### config.mk
export PLATFORM = sky130hd
export DESIGN_NAME = saf_front
export DESIGN_NICKNAME = d
export VERILOG_FILES = /design/src/design/saf_pkg.sv /design/src/design/saf_front.sv
export SDC_FILE = /design/constraint.sdc
export NUM_CORES = 1
export LEC_CHECK = 0
export BUFFER_PORTS_ARGS = -buffer_cell sky130_fd_sc_hd__buf_2
export CAP_MARGIN = 20
export CORE_ASPECT_RATIO = 1.2
export CORE_MARGIN = 1.5
export CORE_UTILIZATION = 41
export CTS_CLUSTER_SIZE = 8
export DETAILED_ROUTE_END_ITERATION = 6
export PLACE_DENSITY = 0.73
export REMOVE_ABC_BUFFERS = 1
export SYNTH_ARGS = -nofsm -noshare
export SYNTH_HDL_FRONTEND = slang
export SYNTH_SLANG_ARGS = --single-unit
### constraint.sdc
create_clock -name clk -period 7 [get_ports clk]
set_input_delay 0.35 -clock clk [delete_from_list [all_inputs] [get_ports clk]]
set_output_delay 0.35 -clock clk [all_outputs]
set_load 0.05 [all_outputs]
### src/design/saf_pkg.sv
package saf_pkg;

  localparam int TDATA_W = 176;
  localparam int CORDIC_STEPS = 24;
  localparam int STEPS_PER_CYCLE = 4;
  localparam int CORDIC_CYCLES = CORDIC_STEPS / STEPS_PER_CYCLE;
  localparam logic signed [33:0] CORDIC_GAIN = 34'sd652032874;
  localparam logic signed [28:0] DELAY_MUL = 29'sd3845732;
  localparam logic [3:0] MAC_LAST = 4'd15;
  localparam logic [7:0] CFG_NUM_STATIONS = 8'd0;
  localparam logic [7:0] CFG_REF_FREQ = 8'd1;

  localparam logic [31:0] ATAN_TURNS [CORDIC_STEPS] = '{
    32'h20000000, 32'h12E4051E, 32'h09FB385B, 32'h051111D4, 32'h028B0D43, 32'h0145D7E1,
    32'h00A2F61E, 32'h00517C55, 32'h0028BE53, 32'h00145F2F, 32'h000A2F98, 32'h000517CC,
    32'h00028BE6, 32'h000145F3, 32'h0000A2FA, 32'h0000517D, 32'h000028BE, 32'h0000145F,
    32'h00000A30, 32'h00000518, 32'h0000028C, 32'h00000146, 32'h000000A3, 32'h00000051
  };

  typedef enum logic {
    OP_LOAD = 1'b0,
    OP_EVAL = 1'b1
  } op_t;

  typedef struct packed {
    op_t                op;
    logic [6:0]         station_index;
    logic signed [23:0] pos_x;
    logic signed [23:0] pos_y;
    logic signed [23:0] pos_z;
    logic [15:0]        dir_azimuth;
    logic [15:0]        dir_elevation;
    logic [15:0]        ref_azimuth;
    logic [15:0]        ref_elevation;
    logic [27:0]        frequency_hz;
  } item_t;

  typedef struct packed {
    logic               done;
    logic signed [15:0] cos_q15;
    logic signed [15:0] sin_q15;
  } cordic_res_t;

  typedef enum logic [3:0] {
    ENG_IDLE,
    ENG_DIR_START,
    ENG_DIR_WAIT,
    ENG_KVEC,
    ENG_READ,
    ENG_MAC,
    ENG_ROT_WAIT,
    ENG_DIV_SETUP,
    ENG_DIV,
    ENG_OUT
  } eng_state_t;

  function automatic logic signed [15:0] to_q15(input logic signed [33:0] v);
    logic signed [33:0] r;
    r = (v + 34'sd16384) >>> 15;
    if (r > 34'sd32767) begin
      return 16'sd32767;
    end else if (r < -34'sd32767) begin
      return -16'sd32767;
    end
    return r[15:0];
  endfunction

endpackage

### src/design/saf_front.sv
module saf_front
  import saf_pkg::*;
(
  input  logic               clk,
  input  logic               rst,
  input  logic               s_axis_tvalid,
  output logic               s_axis_tready,
  input  logic [TDATA_W-1:0] s_axis_tdata,
  input  logic               s_axis_tuser,
  input  logic               pop,
  output logic               item_valid,
  output item_t              item
);

  item_t      slots [2];
  logic       wr_ptr;
  logic       rd_ptr;
  logic [1:0] count;
  item_t      incoming;
  logic       push;

  always_comb begin
    incoming.op            = op_t'(s_axis_tuser);
    incoming.station_index = s_axis_tdata[6:0];
    incoming.pos_x         = s_axis_tdata[30:7];
    incoming.pos_y         = s_axis_tdata[54:31];
    incoming.pos_z         = s_axis_tdata[78:55];
    incoming.dir_azimuth   = s_axis_tdata[94:79];
    incoming.dir_elevation = s_axis_tdata[110:95];
    incoming.ref_azimuth   = s_axis_tdata[126:111];
    incoming.ref_elevation = s_axis_tdata[142:127];
    incoming.frequency_hz  = s_axis_tdata[170:143];
  end

  assign s_axis_tready = (count != 2'd2);
  assign push          = s_axis_tvalid && s_axis_tready;
  assign item_valid    = (count != 2'd0);
  assign item          = slots[rd_ptr];

  always_ff @(posedge clk) begin
    if (push) begin
      slots[wr_ptr] <= incoming;
    end
  end

  always_ff @(posedge clk) begin
    if (rst) begin
      wr_ptr <= 1'b0;
      rd_ptr <= 1'b0;
      count  <= 2'd0;
    end else begin
      if (push) begin
        wr_ptr <= ~wr_ptr;
      end
      if (pop) begin
        rd_ptr <= ~rd_ptr;
      end
      count <= count + {1'b0, push} - {1'b0, pop};
    end
  end

  a_pop_nonempty: assert property (@(posedge clk) disable iff (rst)
    pop |-> count != 2'd0) else $error("queue popped while empty");
  a_count_range: assert property (@(posedge clk) disable iff (rst)
    count != 2'd3) else $error("queue count out of range");
  a_full_step: assert property (@(posedge clk) disable iff (rst)
    (count == 2'd2 && !pop) |=> count == 2'd2) else $error("full queue lost a word");

endmodule

Yosys cells after proc, flatten, opt, wreduce, memory -nomap -nowiden
Memory sizes are Yosys's and may differ from the RTL's. A register that Yosys moved wholly into a read port is not among the register bits. Index checks and enable logic that the tools add are counted.

Memories kept: 1. Bits in latches: 0. Memory bits (writable): 344. Output and inout bits: 174. Bits in registers: 4. Logic and storage cells: 15. ROM bits: 0.

Memory list: slots (depth 2, bits a word 172, read ports 1, clocked after memory_dff 1, write ports 1, RTL line saf_front.sv:15) `item_t slots [2];`.

Add/subtract/negate cells: 2. Bitwise operators: 2. Reduce and logical (&&, ||, !) cells: 2. Equal/unequal tests: 1. Multiply operators: 0. Shift-type cells: 0. Muxes and demuxes: 4. Divide/modulo/power cells: 0. Order comparisons: 0.

Operators by type and width (number): $mux W1 (4); $add A2 B1 Y2 (1); $ne A2 B2 Y1 const B (1); $not A1 Y1 (2); $reduce_bool A2 Y1 (1); $sub A2 B1 Y2 (1); $logic_and A1 B1 Y1 (1).

Longest topological paths before layout
Word-level depth: 4. Mapped depth: 7. Gate-level depth less buffers: 7.

Worst setup path before layout
Ideal clock, no wire load.

Path kind: register to register. From: register count[0]. To: memory slots[1][0] (netlist bit) (enable). Path slack: 1499 ps. Stages on the path, launching flop included: 3. Data required time: 6446 ps. Path buffers: 0. Period minus slack after synthesis: 5501 ps. Data arrival time: 4947 ps. Cells stage by stage: dfxtp_1 nand2b_1 and3_1.

Longest elaborated chain between the ends: 4.

RTL lines: start, declared (RTL line saf_front.sv:18) `logic [1:0] count;`; start signal, assigned (RTL line saf_front.sv:58) `count <= count + {1'b0, push} - {1'b0, pop};`; $ne A2 B2 Y1 (RTL line saf_front.sv:35) `assign s_axis_tready = (count != 2'd2);`; via s_axis_tready (RTL line saf_front.sv:7) `output logic s_axis_tready,`; $logic_and A1 B1 Y1 (RTL line saf_front.sv:36) `assign push = s_axis_tvalid && s_axis_tready;`; $mux W1 (RTL line saf_front.sv:41) `if (push) begin`; $mux W1 (not written as such) (RTL line saf_front.sv:42) `slots[wr_ptr] <= incoming;`; end, declared (RTL line saf_front.sv:15).

The timed path passes the listed nets, and every way through them passes these cells.

==> results.cfg <==
[synth]
synth_edf_count = 344
syn_area_per_cell_um2 = 23.0
synth_top_family_by_area = multiplexers
yosysTopAreaCellShare_pct = 79.6
seq_area_frac_synth_pct = 80.4
synth_cell_types = 23
yosys_warnings = 0
synth-seq-cells = 349
synth_fa_ha_area_share_pct = 0.0964
synth-compound-area-share_pct = 0.241
synth_top_area_cell = edfxtp_1
yosys.area_share.simple_pct = 0.608
synthFlopType = edfxtp_1
synth_xor_area_share_pct = 0.135
async_reset_ff_share_pct = 0
yosys-top-cells-area = edfxtp_1 (80%), mux2_4 (9.3%), mux2_2 (8.0%)
syn_inst = 564
synthMuxAreaShare_pct = 17.2
synthTopCellsByCount = edfxtp_1 (344), mux2_2 (92), mux2_4 (80)
synth_most_common_cell = edfxtp_1
syn_area_um2 = 13000

[pwr]
power_frac_comb_pct = 20.0
p_int_w = 0.00412
power_frac_clock_pct = 35.2
p_total_w = 0.00572
powerDensity_nw_per_um2 = 316
sw_frac_of_total_pct = 27.9
leakage_nw = 6.98
ir_drop_mv = 0.249
seqPwrFrac_pct = 44.8
power_switching_w = 0.00160

[die]
coreArea_um2 = 31300
fp.dieH_um = 198
rows = 71
dieArea_um2 = 32700
chipWidth_um = 165
initial_utilization_pct = 41.5
ios = 355

[timing]
clock_skew_ns = 0.0199
fin_ws_ns = 3.77
clock.fmax_mhz = 310
slew_headroom_pct = 29.1
setup_viol = 0
worst_slew_pin_slew_ns = 1.06
drv_slew = 0
period_share_pct = 46.1
fin_tns_setup_ns = 0
hold_viol = 0
rsz0062_at_grt = no
layout_min_cycle_time_ns = 3.23

[global_route]
antenna_found_initial = 4
grt_pass1_vias = 7912
grt_first_pass_wirelength_um = 41300
grt_overflow = 0
grt_use_total_pct = 16.6
grt_max_degree = 104

[final_layout]
multi_input_area_um2 = 2380
regArea_um2 = 10400
drive_above_1_share_pct = 51.8
nets = 1296
area_growth_pct = 39.4
fillers = 2365
finalInstanceArea_um2 = 18100

[detailed_routing]
drt_iter0_drc = 358
drt_first_pass_iters = 4
post_drt_wl_per_cell_um = 18.3
drc = 0
routed_wl_um = 27900
ant_nets = 0
vias_per_cell = 4.76
num_vias = 7277

[clock_network]
cts-resized-gates = 0
ctsRootBufferMaster = clkbuf_16
holdBufCountCts = 163
cts_buffers = 49
cts_tree = yes
cts_sinks = 349
post_cts_buffers = 0
clk_pin_slew_ns = 0.05
clockBufferDepth = 3
insertion_delay_ns = 0.54
h-tree-depth = 2

[place]
gp_congestion = 0.709
dp_hpwl_um = 16200
pre_cts_ws_ns = 4.06
dpl_cell_area_um2 = 15100
io_buffers = 349

[worst_setup_path]
required_ns = 6.65
cp.arrival_ns = 2.88
cp_max_fo = 62
critPathLaunchType = register
end_kind = output port
critPathKind = reg -> out

[status]
status = completed

[hold_path]
hold_path.class = in -> reg

[flow_run]
maxCapViolCount = 0
layout make-up:
cell class	instances	area share (%)
Antenna cell	4	0.0554
Inverter	4	0.111
Multi-Input combinational cell	192	13.2
Sequential cell	349	57.7
Tap cell	401	2.77
Timing Repair Buffer	518	19.1
Clock buffer	60	7.07
cell usage in the layout (no fill, tap or decap), drive strengths merged:
| cell | n |
|---|---|
| edfxtp | 344 |
| or4b | 1 |
| nor2b | 1 |
| a21oi | 1 |
| diode | 4 |
| a21boi | 1 |
| nand3b | 1 |
| nand2b | 1 |
| dfxtp | 5 |
| and3 | 1 |
| nand2 | 1 |
| inv | 4 |
| a2111oi | 1 |
| buf | 355 |
| mux2 | 172 |
| nor2 | 3 |
| nand4b | 1 |
| clkbuf | 60 |
| a21bo | 1 |
| ha | 1 |
| xnor2 | 2 |
| nand4 | 2 |
| or2 | 1 |
| dlygate4sd3 | 163 |
critical path, stage by stage, from the launching register on:
cell and delay [ns]:
dfxtp_4 0.74, buf_4 0.85, mux2_2 0.44, buf_2 0.22
per-layer routing:
| metal | global-route usage (%) | share of wire (%) | up-vias |
|---|---|---|---|
| met5 | 0 | 0 | - |
| met1 | 17.7 | 36 | 3587 |
| met2 | 30.3 | 53 | 281 |
| met3 | 4.75 | 7.1 | 68 |
| met4 | 7.11 | 3.2 | 0 |
| li1 | - | - | 3341 |
flip-flops by register name (all words and copies together), names as in the netlist, named ones only:
name,cells
slots,344
count,2
rd_ptr,1
wr_ptr,1
metrics by stage:
step                      util [%]  cells  hold WS (ns)
after floorplan                  -    545         0.419
final                         57.8   1528        0.0240
after global routing          57.8   1528      0.000741
after detailed placement      48.4   1300         0.508
after CTS                     57.7   1523      0.000369
after global placement        48.4   1300         0.494
power groups by stage:
stage	combinational (W)	sequential [W]	clock [W]
floorplan	0.000820	0.00264	0
global placement	0.00106	0.00259	0
detailed placement	0.00107	0.00260	0
CTS	0.00114	0.00256	0.00206
global route	0.00120	0.00258	0.00214
finish	0.00114	0.00256	0.00202
logic make-up (layout without fill, tap and decap cells):
family	after synthesis	count (layout)
buffers and inverters	23	582
multiplexers	172	172
adder cells (fa/ha/maj)	1	1
flip-flops	349	349
AO/OA/AOI/OAI	4	4
XOR/XNOR	2	2
other	0	4
AND/OR/NAND/NOR	13	13
path summary, 6_finish.rpt:
check | startpoint | to | slack [ns] | depth (start not counted)
setup / recovery | register | item[82] | 3.77 | 3
hold reg to reg | rd_ptr$_SDFFE_PP0P_ | rd_ptr$_SDFFE_PP0P_ | 0.51 | 2
hold / removal | s_axis_tuser | slots[1][171]$_DFFE_PP_ | 0.02 | 1
setup reg to reg | count[0]$_SDFF_PP0_ | slots[0][70]$_DFFE_PP_ | 4.29 | 5
(Power assumes the default switching activity.)
