### src/design/saf_pkg.sv
package saf_pkg;

  localparam int TDATA_W = 176;
  localparam int CORDIC_STEPS = 24;
  localparam int STEPS_PER_CYCLE = 4;
  localparam int CORDIC_CYCLES = CORDIC_STEPS / STEPS_PER_CYCLE;
  localparam logic signed [33:0] CORDIC_GAIN = 34'sd652032874;
  localparam logic signed [28:0] DELAY_MUL = 29'sd3845732;
  localparam logic [3:0] MAC_LAST = 4'd15;
  localparam logic [7:0] CFG_NUM_STATIONS = 8'd0;
  localparam logic [7:0] CFG_REF_FREQ = 8'd1;

  localparam logic [31:0] ATAN_TURNS [CORDIC_STEPS] = '{
    32'h20000000, 32'h12E4051E, 32'h09FB385B, 32'h051111D4, 32'h028B0D43, 32'h0145D7E1,
    32'h00A2F61E, 32'h00517C55, 32'h0028BE53, 32'h00145F2F, 32'h000A2F98, 32'h000517CC,
    32'h00028BE6, 32'h000145F3, 32'h0000A2FA, 32'h0000517D, 32'h000028BE, 32'h0000145F,
    32'h00000A30, 32'h00000518, 32'h0000028C, 32'h00000146, 32'h000000A3, 32'h00000051
  };

  typedef enum logic {
    OP_LOAD = 1'b0,
    OP_EVAL = 1'b1
  } op_t;

  typedef struct packed {
    op_t                op;
    logic [6:0]         station_index;
    logic signed [23:0] pos_x;
    logic signed [23:0] pos_y;
    logic signed [23:0] pos_z;
    logic [15:0]        dir_azimuth;
    logic [15:0]        dir_elevation;
    logic [15:0]        ref_azimuth;
    logic [15:0]        ref_elevation;
    logic [27:0]        frequency_hz;
  } item_t;

  typedef struct packed {
    logic               done;
    logic signed [15:0] cos_q15;
    logic signed [15:0] sin_q15;
  } cordic_res_t;

  typedef enum logic [3:0] {
    ENG_IDLE,
    ENG_DIR_START,
    ENG_DIR_WAIT,
    ENG_KVEC,
    ENG_READ,
    ENG_MAC,
    ENG_ROT_WAIT,
    ENG_DIV_SETUP,
    ENG_DIV,
    ENG_OUT
  } eng_state_t;

  function automatic logic signed [15:0] to_q15(input logic signed [33:0] v);
    logic signed [33:0] r;
    r = (v + 34'sd16384) >>> 15;
    if (r > 34'sd32767) begin
      return 16'sd32767;
    end else if (r < -34'sd32767) begin
      return -16'sd32767;
    end
    return r[15:0];
  endfunction

endpackage

### src/design/saf_cordic.sv
module saf_cordic
  import saf_pkg::*;
(
  input  logic        clk,
  input  logic        rst,
  input  logic        start,
  input  logic [31:0] angle,
  output cordic_res_t res
);

  logic signed [33:0] x;
  logic signed [33:0] y;
  logic signed [33:0] z;
  logic [1:0]         quad;
  logic [2:0]         cnt;
  logic               busy;
  logic               done;
  logic signed [33:0] x_next;
  logic signed [33:0] y_next;
  logic signed [33:0] z_next;
  logic [1:0]         q_start;
  logic [31:0]        r_start;
  logic signed [15:0] cx;
  logic signed [15:0] cy;

  assign q_start = angle[31:30] + {1'b0, angle[29]};
  assign r_start = angle - {q_start, 30'b0};

  always_comb begin
    logic signed [33:0] dx;
    logic signed [33:0] dy;
    logic [4:0]         i;
    x_next = x;
    y_next = y;
    z_next = z;
    for (int j = 0; j < STEPS_PER_CYCLE; j++) begin
      i  = 5'(cnt * STEPS_PER_CYCLE + j);
      dx = y_next >>> i;
      dy = x_next >>> i;
      if (z_next >= 0) begin
        x_next = x_next - dx;
        y_next = y_next + dy;
        z_next = z_next - $signed({2'b00, ATAN_TURNS[i]});
      end else begin
        x_next = x_next + dx;
        y_next = y_next - dy;
        z_next = z_next + $signed({2'b00, ATAN_TURNS[i]});
      end
    end
  end

  always_ff @(posedge clk) begin
    if (start) begin
      x    <= CORDIC_GAIN;
      y    <= '0;
      z    <= {{2{r_start[31]}}, r_start};
      quad <= q_start;
    end else if (busy) begin
      x <= x_next;
      y <= y_next;
      z <= z_next;
    end
  end

  always_ff @(posedge clk) begin
    if (rst) begin
      busy <= 1'b0;
      done <= 1'b0;
      cnt  <= '0;
    end else begin
      done <= 1'b0;
      if (start) begin
        busy <= 1'b1;
        cnt  <= '0;
      end else if (busy) begin
        cnt <= cnt + 3'd1;
        if (cnt == 3'(CORDIC_CYCLES - 1)) begin
          busy <= 1'b0;
          done <= 1'b1;
        end
      end
    end
  end

  assign cx = to_q15(x);
  assign cy = to_q15(y);

  always_comb begin
    res.done = done;
    case (quad)
      2'd0: begin
        res.cos_q15 = cx;
        res.sin_q15 = cy;
      end
      2'd1: begin
        res.cos_q15 = -cy;
        res.sin_q15 = cx;
      end
      2'd2: begin
        res.cos_q15 = -cx;
        res.sin_q15 = -cy;
      end
      default: begin
        res.cos_q15 = cy;
        res.sin_q15 = -cx;
      end
    endcase
  end

  a_done_after_busy: assert property (@(posedge clk) disable iff (rst)
    done |-> $past(busy)) else $error("result without a rotation");
  a_no_restart: assert property (@(posedge clk) disable iff (rst)
    start |-> !busy) else $error("rotation restarted while busy");
  a_done_pulse: assert property (@(posedge clk) disable iff (rst)
    done |=> !done) else $error("done held longer than one cycle");

endmodule

### config.mk
export PLATFORM = sky130hd
export DESIGN_NAME = saf_cordic
export DESIGN_NICKNAME = d
export VERILOG_FILES = /design/src/design/saf_pkg.sv /design/src/design/saf_cordic.sv
export SDC_FILE = /design/constraint.sdc
export NUM_CORES = 2
export LEC_CHECK = 0
export ABC_CLOCK_PERIOD_IN_PS = 27400
export BUFFER_PORTS_ARGS = -buffer_cell sky130_fd_sc_hd__buf_2
export CAP_MARGIN = 20
export CORE_ASPECT_RATIO = 1.1
export CORE_UTILIZATION = 50
export DETAILED_ROUTE_END_ITERATION = 10
export PLACE_DENSITY = 0.71
export SLEW_MARGIN = 20
export SYNTH_ARGS = -nofsm -noshare
export SYNTH_HDL_FRONTEND = slang
export SYNTH_SLANG_ARGS = --single-unit
### constraint.sdc
create_clock -name clk -period 27.4 [get_ports clk]
set_clock_uncertainty 0.1 [all_clocks]
set_input_delay 5.48 -clock clk [delete_from_list [all_inputs] [get_ports clk]]
set_output_delay 5.48 -clock clk [all_outputs]
set_load 0.01 [all_outputs]
# --- Yosys cells after proc, flatten, opt, wreduce, memory -nomap -nowiden ---
# Memories as Yosys holds them, arrays and structs flattened.
# Cells that the tools add are included.
classes:
  n_addsub: 34
  n_reduce_logical: 4
  n_eq_ne: 3
  shift: 8
  magnitude_cmp: 12
  n_bitwise: 5
  muxes: 37
op_table:
  columns: ["op", "count"]
  rows:
  - ["$mux W34", 14]
  - ["$add A34 B34 Y34", 8]
  - ["$sshr A34 B5 Y34", 8]
  - ["$sub A34 B34 Y34", 8]
  - ["$mux W32", 8]
  - ["$add A34 B33 Y34", 4]
  - ["$ge A34 B1 Y1 const B", 4]
  - ["$sub A34 B33 Y34", 4]
  - ["$mux W16", 6]
  - ["$pmux W32 S3", 1]
  - ["$add A34 B16 Y34 const B", 2]
  - ["$gt A19 B16 Y1 const B", 2]
  - ["$lt A19 B16 Y1 const B", 2]
  - ["$neg A16 Y16", 2]
  - ["$sub A32 B32 Y32", 1]
  - ["$ge A6 B6 Y1 const B", 4]
  - ["$not A5 Y6", 4]
  - ["$add A5 B2 Y5 const B", 2]
  - ["$mux W1", 8]
  - ["$add A5 B1 Y5 const B", 1]
  - ["$add A3 B1 Y3 const B", 1]
  - ["$eq A3 B3 Y1 const B", 1]
  - ["$reduce_or A3 Y1", 1]
  - ["$add A2 B1 Y2", 1]
  - ["6 further kinds", 6]
word_totals:
  mem_bits_ro: 4096
  n_memories: 4
  inputBits: 35
  regBits: 109
memory_table:
  columns: ["memory", "depth", "word_bits", "rd", "rd_ports_with_merged_regs", "wr", "line", "text"]
  rows:
  - ["(name not given)", 32, 32, 1, 0, 0, "saf_cordic.sv:47", "z_next = z_next + $signed({2'b00, ATAN_TURNS[i]});"]
  - ["(name not given)", 32, 32, 1, 0, 0, "saf_cordic.sv:47", null]
  - ["(name not given)", 32, 32, 1, 0, 0, "saf_cordic.sv:47", null]
  - ["(name not given)", 32, 32, 1, 0, 0, "saf_cordic.sv:47", null]

# --- Depth between registers and ports, before layout ---
depth:
  ltp_word: 14
  depth_mapped: 117
  depth_no_buf: 100

# --- Worst setup path before layout ---
# No wires, ideal clock.
synth_path:
  path_kind: "register to register"
  from: "register cnt[2]"
  to: "register y[32]"
  required_ns: 27.172
  t_arrival_ns: 24.221
  path_stages_with_launch: 113
  path_slack_ns: 2.951
  period_less_slack_ns: 24.449
  setup_time_ns: 0.128
  path_cell_list: "dfxtp_1 -> buf_4 -> buf_4 -> clkbuf_1 -> clkbuf_1 -> buf_2 -> buf_1 -> buf_4 -> buf_4 -> clkbuf_1 -> clkbuf_1 -> buf_1 -> clkbuf_1 -> buf_1 -> clkbuf_1 -> clkbuf_1 -> buf_1 -> clkbuf_1 -> [77 not listed] -> o21ai_0 -> a21boi_0 -> o21ai_0 -> a21boi_0 -> o21ai_0 -> a21oi_1 -> o31ai_1 -> a2111oi_0 -> a2111oi_0 -> nor3_1 -> a211o_1 -> a21o_1 -> a21o_1 -> a41o_1 -> o41ai_1 -> xnor2_1 -> mux2i_1 -> nor2_1"
synth_via:
  elab_chain_cells: 14
synth_rtl:
  columns: ["item", "line", "text"]
  rows:
  - ["start, declared", "saf_cordic.sv:15", "logic [2:0] cnt;"]
  - ["start signal, assigned", "saf_cordic.sv:76", "cnt <= cnt + 3'd1;"]
  - ["parallel branches: the longest is 13 deep, another holds $add A34 B34 Y34", null, null]
  - ["$mux W34 (*)", "saf_cordic.sv:40", "if (z_next >= 0) begin"]
  - ["end signal, assigned", "saf_cordic.sv:60", "y <= y_next;"]
  - ["end, declared", "saf_cordic.sv:12", "logic signed [33:0] y;"]
# Every way passes the cells marked *. The select of a mux whose other input is x is not followed.
# A chain may end at the register's enable or synchronous reset.

# --- Worst setup path in the final report ---
layout_path:
  from: "register cnt[0]"
  to: "register y[32]"
# The elaborated chain is that of the path after synthesis.

==> flow_metrics.env <==
export IMPL_cts_buffers=9
export IMPL_synth_area_leaders="ha_1 12%, xnor2_1 8.5%, a21oi_1 7.0%, nor2_1 6.1%, nand2_1 5.4%"
export IMPL_dieWidth_um=283
export IMPL_grt_pass1_vias=47408
export IMPL_setup_viol=0
export IMPL_drt_iter0_drc=5910
export IMPL_synth_edf_count=36
export IMPL_rows=113
export IMPL_grt_pass1_wl_mm=306
export IMPL_antenna_found_initial=9
export IMPL_routed_wl_mm=210
export IMPL_cpMostUsedCell="o21ai_0"
export IMPL_rsz0062_at_grt="false"
export IMPL_ys_ff_latch=109
export IMPL_synth_area_sq_mm=0.0435
export IMPL_r2r_start="cnt[0]"
export IMPL_hold_violations=0
export IMPL_pin_count=68
export IMPL_grt_usage_pct=45.6
export IMPL_netlist_area_leader_share_pct=12.3
export IMPL_place_area_sq_mm=0.0451
export IMPL_grt_max_degree=129
export IMPL_holdWs_ns=0.454
export IMPL_finalCritPeriodShare_pct=93.4
export IMPL_post_route_min_period_ns=25.58
export IMPL_clk_latency_ns=0.42
export IMPL_required_ns=27.57
export IMPL_reg2regPathDepth=91
export IMPL_syn_num_nets=6903
export IMPL_slew_headroom_pct=13.9
export IMPL_hold_end="x[0]"
export IMPL_avgSynthCellArea_sq_um=6.76
export IMPL_viasPerCell=6.88
export IMPL_dr_pass1_iters=9
export IMPL_stdcell_area_sq_mm=0.0455
export IMPL_synth_fa_ha_area_share_pct=12.8
export IMPL_drive_gt1_share_pct=7.75
export IMPL_crit_path_end_kind="register"
export IMPL_syn_to_final_growth_pct=4.60
export IMPL_remaining_drc_errors=0
export IMPL_synth_seq_area_share_pct=5.85
export IMPL_synthTopCellsByCount="705 x nor2_1, 629 x nand2_1, 609 x a21oi_1"
export IMPL_fmax_mhz=39.1
export IMPL_status="finished, final reports clean"
export IMPL_hp_start="x[0]"
export IMPL_cts_root_buffer="clkbuf_16"
export IMPL_dpl_worst_slack_ns=2.15
export IMPL_cp_start_kind="register"
export IMPL_synthDistinctLibCells=111
export IMPL_hpwl_mm=166
export IMPL_gp_congestion=1.09
export IMPL_setup_ws_ns=1.82
export IMPL_slowest_delay_ns=0.73
export IMPL_syn_inst=6429
export IMPL_r2r_end="y[32]"
export IMPL_yosysTopAreaCell="ha_1"
export IMPL_synth_most_common_cell="nor2_1"
export IMPL_die_y_um=311
export IMPL_hold_path_class="reg -> reg"
export IMPL_clkTransAtPathRegs_ns=0.10
export IMPL_yosys_warnings=0
export IMPL_synth_simple_gate_area_share_pct=24.1
export IMPL_hold_buffers=0
export IMPL_async_flop_share_pct=0
export IMPL_synth_compound_area_share_pct=30.8
export IMPL_hold_depth=2
export IMPL_worst_endpoint_arrival_ns=25.75
export IMPL_initial_core_util_pct=50.4
export IMPL_grt_ovfl_total=0
export IMPL_crit_fanout=128
export IMPL_cts_tree="yes"
export IMPL_synth_mux_area_share_pct=7.68
export IMPL_r2r_setup_slack_ns=1.82
export IMPL_io_buffer_count=67
export IMPL_synth_ff_type="dfxtp_1"
export IMPL_maxCapViolCount=0
export IMPL_worstMarginPinSlew_ns=1.28
export IMPL_wl_per_cell_um=28.1
export IMPL_slowest_stage="dfxtp_4"
export IMPL_fin_nets=6781
export IMPL_setup_tns_ns=0
export IMPL_vias=51370
export IMPL_cts_max_path_buffers=2
export IMPL_ant_nets=0
export IMPL_path_class="reg -> reg"
export IMPL_synth_top_family_by_area="compound AO/OA/AOI/OAI gates"
export IMPL_synth_xor_area_share_pct=12.7
export IMPL_cts_sinks=109
export IMPL_core_sq_mm=0.0862
export IMPL_cts_max_level=3
export IMPL_design_die_area_sq_mm=0.0882
export IMPL_slew_viol_final=0
state kept, by name, indices dropped and copies added (netlist names):
signal	cells
busy	1
cnt	3
done	1
quad	2
x	34
y	34
z	34
stage by stage:
| stage | utilization [%] | std cells |
|---|---|---|
| final | 52.7 | 7472 |
| after global routing | 52.7 | 7462 |
| after CTS | 52.7 | 7462 |
| after detailed placement | 52.3 | 7446 |
| after global placement | 52.3 | 7446 |
| after floorplan | - | 6429 |
logic make-up after synthesis:
logic type,after synthesis
multiplexers,269
adder cells (fa/ha/maj),439
AO/OA/AOI/OAI,2102
AND/OR/NAND/NOR,2244
buffers and inverters,642
XOR/XNOR,624
flip-flops,109
area by class of cell:
cell class	count	area, sq um
fillers	8787	40800
flip-flops and latches	109	2550
clock buffers	9	225
diodes	10	25.0
multi-input cells	5678	38500
repair buffers	226	1570
clock inverters	7	98.8
inverters	283	1070
well taps	1150	1440
timing repair:
action	4_1_cts	5_1_grt
resized for setup	0	3
buffers inserted	0	0
setup endpoints to repair	0	3
metal layers:
layer | vias to the layer above | global-route usage (%) | wire [um]
met2 | 3052 | 70.0 | 88000
met1 | 24178 | 54.3 | 78500
met4 | 10 | 39.4 | 21400
met5 | - | 0 | 60
li1 | 23250 | - | -
met3 | 880 | 9.18 | 22200
cell usage in the layout (no fill, tap or decap), drive strengths merged, types with 57 or more instances in the layout:
cell type and n:
a211oi 89, a21o 105, a21oi 610, a31oi 98, and2 78, and3 61, buf 226, dfxtp 73
ha 427, inv 286, mux2 57, mux2i 166, nand2 629, nand2b 82, nand3 143, nor2 705
nor3 198, o211ai 67, o21a 92, o21ai 496, o31ai 65, or2 59, or3 63, xnor2 426
xor2 197
critical path: cells and delay by family, from the launching register on:
kind	cells	cell delay, ns
and+or+nand+nor	28	8.02
xor gates and xnor gates	5	0.95
DFF	1	0.73
buffers and inverters	3	0.91
adders and majority gates	5	1.71
AOI/OAI and AO/OA	48	11.98
muxes	2	0.87
worst max-delay path by stage:
stage	start	to	cells past startpoint
floorplan	cnt[2]	y[32]	112
global placement	cnt[0]	y[32]	100
detailed placement	cnt[0]	y[32]	100
CTS	cnt[0]	y[32]	100
global route	cnt[0]	y[32]	98
finish	cnt[0]	y[32]	91
Power is not shown: default switching activity piles up to over one toggle a cycle in this logic, so the estimate is an artifact.
